===== config.mk =====
export PLATFORM = sky130hd
export DESIGN_NAME = dpxc_ctrl
export DESIGN_NICKNAME = d
export VERILOG_FILES = /design/src/rtl/dpxc_pkg.sv /design/src/rtl/dpxc_ctrl.sv
export SDC_FILE = /design/constraint.sdc
export NUM_CORES = 1
export LEC_CHECK = 0
export BUFFER_PORTS_ARGS = -buffer_cell sky130_fd_sc_hd__buf_2
export CAP_MARGIN = 5
export CELL_PAD_IN_SITES_DETAIL_PLACEMENT = 0
export CELL_PAD_IN_SITES_GLOBAL_PLACEMENT = 1
export CORE_UTILIZATION = 30
export CTS_CLUSTER_DIAMETER = 100
export CTS_CLUSTER_SIZE = 12
export DETAILED_ROUTE_END_ITERATION = 10
export PLACE_DENSITY_LB_ADDON = 0.1
export SLEW_MARGIN = 20
export SYNTH_ARGS = -nofsm -noshare
export SYNTH_HDL_FRONTEND = slang
export SYNTH_SLANG_ARGS = --single-unit

===== constraint.sdc =====
create_clock -name clk -period 1.6 [get_ports clk]
set_clock_uncertainty 0.2 [all_clocks]
set_input_delay 0.16 -clock clk [delete_from_list [all_inputs] [get_ports clk]]
set_output_delay 0.16 -clock clk [all_outputs]
set_load 0.005 [all_outputs]

===== src/rtl/dpxc_pkg.sv =====
// Shared types and constants for the dual-polarization cross-correlator.
// Holds the request and response item structs and the controller/datapath interface.
// No dependencies.
`timescale 1ns / 1ps

package dpxc_pkg;

    // Fixed field widths of the request and response items.
    localparam int OP_W      = 2;
    localparam int STATION_W = 3;
    localparam int IN_W      = 16;
    localparam int OUT_W     = 48;

    // Default build parameters.
    localparam int STATIONS_DEF    = 8;
    localparam int SAMPLE_BITS_DEF = 16;
    localparam int ACC_BITS_DEF    = 48;

    // Operation codes.
    localparam logic [OP_W-1:0] OP_ADD   = 2'd0;
    localparam logic [OP_W-1:0] OP_READ  = 2'd1;
    localparam logic [OP_W-1:0] OP_CLEAR = 2'd2;

    typedef struct packed {
        logic [OP_W-1:0]             operation;
        logic [STATION_W-1:0]        station;
        logic [STATION_W-1:0]        other_station;
        logic signed [IN_W-1:0]      x_real;
        logic signed [IN_W-1:0]      x_imag;
        logic signed [IN_W-1:0]      y_real;
        logic signed [IN_W-1:0]      y_imag;
    } in_item_t;

    typedef struct packed {
        logic signed [OUT_W-1:0] xx_real;
        logic signed [OUT_W-1:0] xx_imag;
        logic signed [OUT_W-1:0] xy_real;
        logic signed [OUT_W-1:0] xy_imag;
        logic signed [OUT_W-1:0] yx_real;
        logic signed [OUT_W-1:0] yx_imag;
        logic signed [OUT_W-1:0] yy_real;
        logic signed [OUT_W-1:0] yy_imag;
    } out_item_t;

    // Commands from the controller to the datapath.
    typedef struct packed {
        logic load;         // capture the request item
        logic sample_wr;    // store the sample and start the pair loop
        logic issue;        // issue one pair of the loop
        logic rd_issue;     // issue the accumulator read of a read item
        logic out_load;     // load the response register
        logic clr;          // write one row of the clearing pass
        logic clr_samples;  // the clearing pass also zeroes the sample store
    } cmd_t;

    // Status from the datapath to the controller.
    typedef struct packed {
        logic station_ok;   // captured add item names an existing station
        logic loop_last;    // the pair being issued is the last one
        logic pipe_busy;    // multiply/accumulate pipeline still holds pairs
        logic out_free;     // response register can take a new item
        logic clr_last;     // clearing pass is at its last row
    } status_t;

endpackage


===== src/rtl/dpxc_ctrl.sv =====
// Controller state machine of the cross-correlator.
// Sequences clearing passes, the per-sample pair loop and pair reads. Uses dpxc_pkg.
`timescale 1ns / 1ps

module dpxc_ctrl (
    input  logic                        clk,
    input  logic                        rst_n,
    input  logic                        req_valid,
    input  logic [dpxc_pkg::OP_W-1:0]   req_operation,
    output logic                        req_ready,
    input  dpxc_pkg::status_t           status,
    output dpxc_pkg::cmd_t              cmd
);

    typedef enum logic [2:0] {
        S_CLR,
        S_IDLE,
        S_ADD_WR,
        S_ADD_LOOP,
        S_DRAIN,
        S_RD_ISSUE,
        S_RD_OUT
    } state_t;

    state_t state_reg, state_next;
    logic   clr_samples_reg, clr_samples_next;

    always_ff @(posedge clk or negedge rst_n)
    begin
        if (!rst_n)
        begin
            // Reset starts with a pass that zeroes both stores.
            state_reg       <= S_CLR;
            clr_samples_reg <= 1'b1;
        end
        else
        begin
            state_reg       <= state_next;
            clr_samples_reg <= clr_samples_next;
        end
    end

    always_comb
    begin
        state_next       = state_reg;
        clr_samples_next = clr_samples_reg;
        cmd              = '0;
        req_ready        = 1'b0;
        case (state_reg)
            S_CLR:
            begin
                cmd.clr         = 1'b1;
                cmd.clr_samples = clr_samples_reg;
                if (status.clr_last)
                begin
                    clr_samples_next = 1'b0;
                    state_next       = S_IDLE;
                end
            end
            S_IDLE:
            begin
                req_ready = 1'b1;
                if (req_valid)
                begin
                    cmd.load = 1'b1;
                    case (req_operation)
                        dpxc_pkg::OP_ADD:   state_next = S_ADD_WR;
                        dpxc_pkg::OP_READ:  state_next = S_RD_ISSUE;
                        dpxc_pkg::OP_CLEAR: state_next = S_CLR;
                        default:            state_next = S_IDLE;
                    endcase
                end
            end
            S_ADD_WR:
            begin
                if (status.station_ok)
                begin
                    cmd.sample_wr = 1'b1;
                    state_next    = S_ADD_LOOP;
                end
                else
                begin
                    state_next = S_IDLE;
                end
            end
            S_ADD_LOOP:
            begin
                cmd.issue = 1'b1;
                if (status.loop_last)
                begin
                    state_next = S_DRAIN;
                end
            end
            S_DRAIN:
            begin
                if (!status.pipe_busy)
                begin
                    state_next = S_IDLE;
                end
            end
            S_RD_ISSUE:
            begin
                cmd.rd_issue = 1'b1;
                state_next   = S_RD_OUT;
            end
            S_RD_OUT:
            begin
                if (status.out_free)
                begin
                    cmd.out_load = 1'b1;
                    state_next   = S_IDLE;
                end
            end
            default:
            begin
                state_next = S_IDLE;
            end
        endcase
    end

endmodule


==> flow_metrics.py <==
metrics = {
    "global_routing": {
        "grt_pass1_vias": 342,
        "grt_antenna_before_repair": 0,
        "grt_max_degree": 18,
        "grt_usage_pct": 13.3,
        "overflow": 0,
        "grt_first_pass_wirelength_um": 1350,
    },
    "setup_path": {
        "crit_type": "reg -> out",
        "cp_max_fo": 11,
        "r2r-start": "state_reg[0]",
        "r2r_end": "state_reg[0]",
        "cp-endpoint": "cmd[3]",
        "required_ns": 1.24,
        "rrSetupSlack_ns": 0.12,
        "worst_setup_path_start_kind": "flop",
        "arrival_ns": 1.18,
        "cpPeakStageDelay_ns": 0.48,
        "crit_path_start": "state_reg[0]",
        "worstSetupEndpointType": "primary output",
        "reg2regPathDepth": 4,
        "critPathSlowestCell": "dfrtp_2",
        "cp_cell_sequence": "and2b_1 > and2_1 > buf_2",
    },
    "floorplan": {
        "coreArea_sq_mm": 0.00117,
        "rows": 12,
        "start_util_pct": 33.8,
        "floorplan.die_area_sq_mm": 0.00147,
        "die_h_um": 38.3,
        "ioPinCount": 18,
        "die_w_um": 38.3,
    },
    "power": {
        "pwr-share-comb_pct": 59.5,
        "p_per_area_mw_per_mm2": 1670,
        "ir_drop_mv": 0.890,
        "internal_power_mw": 0.570,
        "p_switching_mw": 0.390,
        "swShare_pct": 40.7,
        "pwr-share-clk_pct": 14.0,
        "p_total_mw": 0.960,
        "power_frac_seq_pct": 26.5,
        "leakage_nw": 0.274,
    },
    "clock_tree": {
        "cts.clk_slew.worst_paths_ns": 0.04,
        "insertion_delay_ns": 0.23,
        "clock_path_buffers": 2,
        "cts_tree": "built",
        "cts_sinks": 4,
        "root_buffer": "clkbuf_4",
        "cts_made_buffers": 3,
        "htreeDepth": 1,
    },
    "placed_design": {
        "gp_congestion": 0.741,
        "portBuffers": 17,
        "dp.cells": 78,
        "place_area_sq_um": 478,
        "post-place-ws_ns": 0.0479,
        "place_hpwl_um": 672,
    },
    "finish": {
        "nets": 86,
        "fin_cells": 89,
        "drive_gt1_share_pct": 46.7,
        "areaGrowthSynthToFinish_pct": 45.3,
        "largest_reg_flops": 3,
        "diodes": 0,
        "final_cell_mix": "buf_2 (18), buf_4 (5), nand2b_1 (4), nor2_1 (4), nand2_1 (4)",
        "finish.utilization_pct": 49.0,
        "fin_area_sq_um": 574,
        "layout_commonest_cell": "buf_2",
    },
    "outcome": {
        "status": "finished clean",
    },
    "drt": {
        "drtIter0Drc": 7,
        "dr.pass1.iters": 4,
        "drc": 0,
        "wl_per_cell_um": 10.6,
        "wl_um": 939,
        "route.vias.total": 433,
        "drt-vias-per-instance": 4.87,
        "drtAntennaViolNets": 0,
    },
    "synthesis": {
        "synth.avg_cell_area_sq_um": 8.07,
        "yosys.area.top_type_share_pct": 19.0,
        "synthTopCellsByArea": "dfrtp_1 (19%), dfstp_2 (6.6%), nand2b_1 (6.3%)",
        "synth-seq-cells": 4,
        "synth-seq-area-share_pct": 25.6,
        "yosysTopAreaCell": "dfrtp_1",
        "synth_cell_type_count": 27,
        "synthesis.nets": 59,
        "syn-instance-count": 49,
        "synthesis.area_sq_um": 395,
        "synth_warnings": 0,
    },
    "timing": {
        "maxSlewHeadroom_pct": 82.3,
        "holdWs_ns": 0.0304,
        "worst_pin_slew_ns": 0.262,
        "max_freq_mhz": 650,
        "drv_slew": 0,
        "finalWorstSetupSlack_ns": 0.0621,
        "setup_tns_ns": 0,
        "grt_setup_unrepaired": "false",
        "period_share_pct": 96.1,
        "setup_viol": 0,
        "final-hold-violation-count": 0,
        "min_period_ns": 1.54,
    },
    "worst_hold_path": {
        "whs_path_depth": 3,
        "hold_class": "in -> reg",
    },
    "job": {
        "maxCapViolCount": 0,
    },
}
## kinds of logic after synthesis
logic type	after synthesis	synth area share, %
buf+inv	5	8.86
compound gates	12	21.2
mux	2	5.70
flops	4	25.6
simple gates	26	38.6
## what timing repair did
action                                  CTS  global route
gates resized for setup                   3             2
endpoints found under the setup margin    3             3
hold buffers                              2             0
hold endpoints to repair                  5             0
setup buffers                             0             5
## Yosys cell counts (all sizes together)
master,count
and2,2
o2bb2ai,1
nor2b,2
nand2,4
and2b,2
nand2b,4
inv,2
a21oi,2
a311oi,1
and3,1
nor4bb,1
a32oi,2
nand3b,1
nor3,3
o31a,1
dfrtp,3
or2,1
nor3b,1
mux2,2
dfstp,1
a21boi,1
nor2,4
buf,3
o21ai,3
o21bai,1
## critical path: cells and delay by family (launching register included)
kind / cells / cell delay [ns]
buf+inv: 1 / 0.12
flops: 1 / 0.48
simple gates: 2 / 0.35
## final cells by class
cell class	instances	area (sq um)
Tap cell	14	17.5
Inverter	2	7.51
Timing Repair Buffer	25	148
Sequential cell	4	105
Fill cell	128	597
Clock buffer	4	26.3
Multi-Input combinational cell	40	270
## power groups by stage
stage / clock [mW] / combinational (mW) / sequential, mW
after global placement: 0 / 0.460 / 0.257
after floorplan: 0 / 0.428 / 0.174
after global routing: 0.147 / 0.633 / 0.268
after CTS: 0.142 / 0.456 / 0.264
after detailed placement: 0 / 0.446 / 0.255
final: 0.135 / 0.571 / 0.254
## per-layer routing
metal | vias to the layer above | track usage [%] | wire length [um]
met1 | 197 | 18.8 | 480
met4 | 0 | 5.36 | 0
met5 | - | 0 | 0
li1 | 228 | - | -
met3 | 0 | 3.49 | 37
met2 | 8 | 19.1 | 421
## how the worst min path moves through the flow
stage | startpoint | endpoint
4_1_cts | status[2] | state_reg[1]
5_1_grt | status[2] | state_reg[1]
3_5_place_dp | rst_n | state_reg[2]
6_report | status[2] | state_reg[1]
2_1_floorplan | rst_n | state_reg[0]
3_3_place_gp | rst_n | state_reg[2]
(Power assumes the default switching activity.)
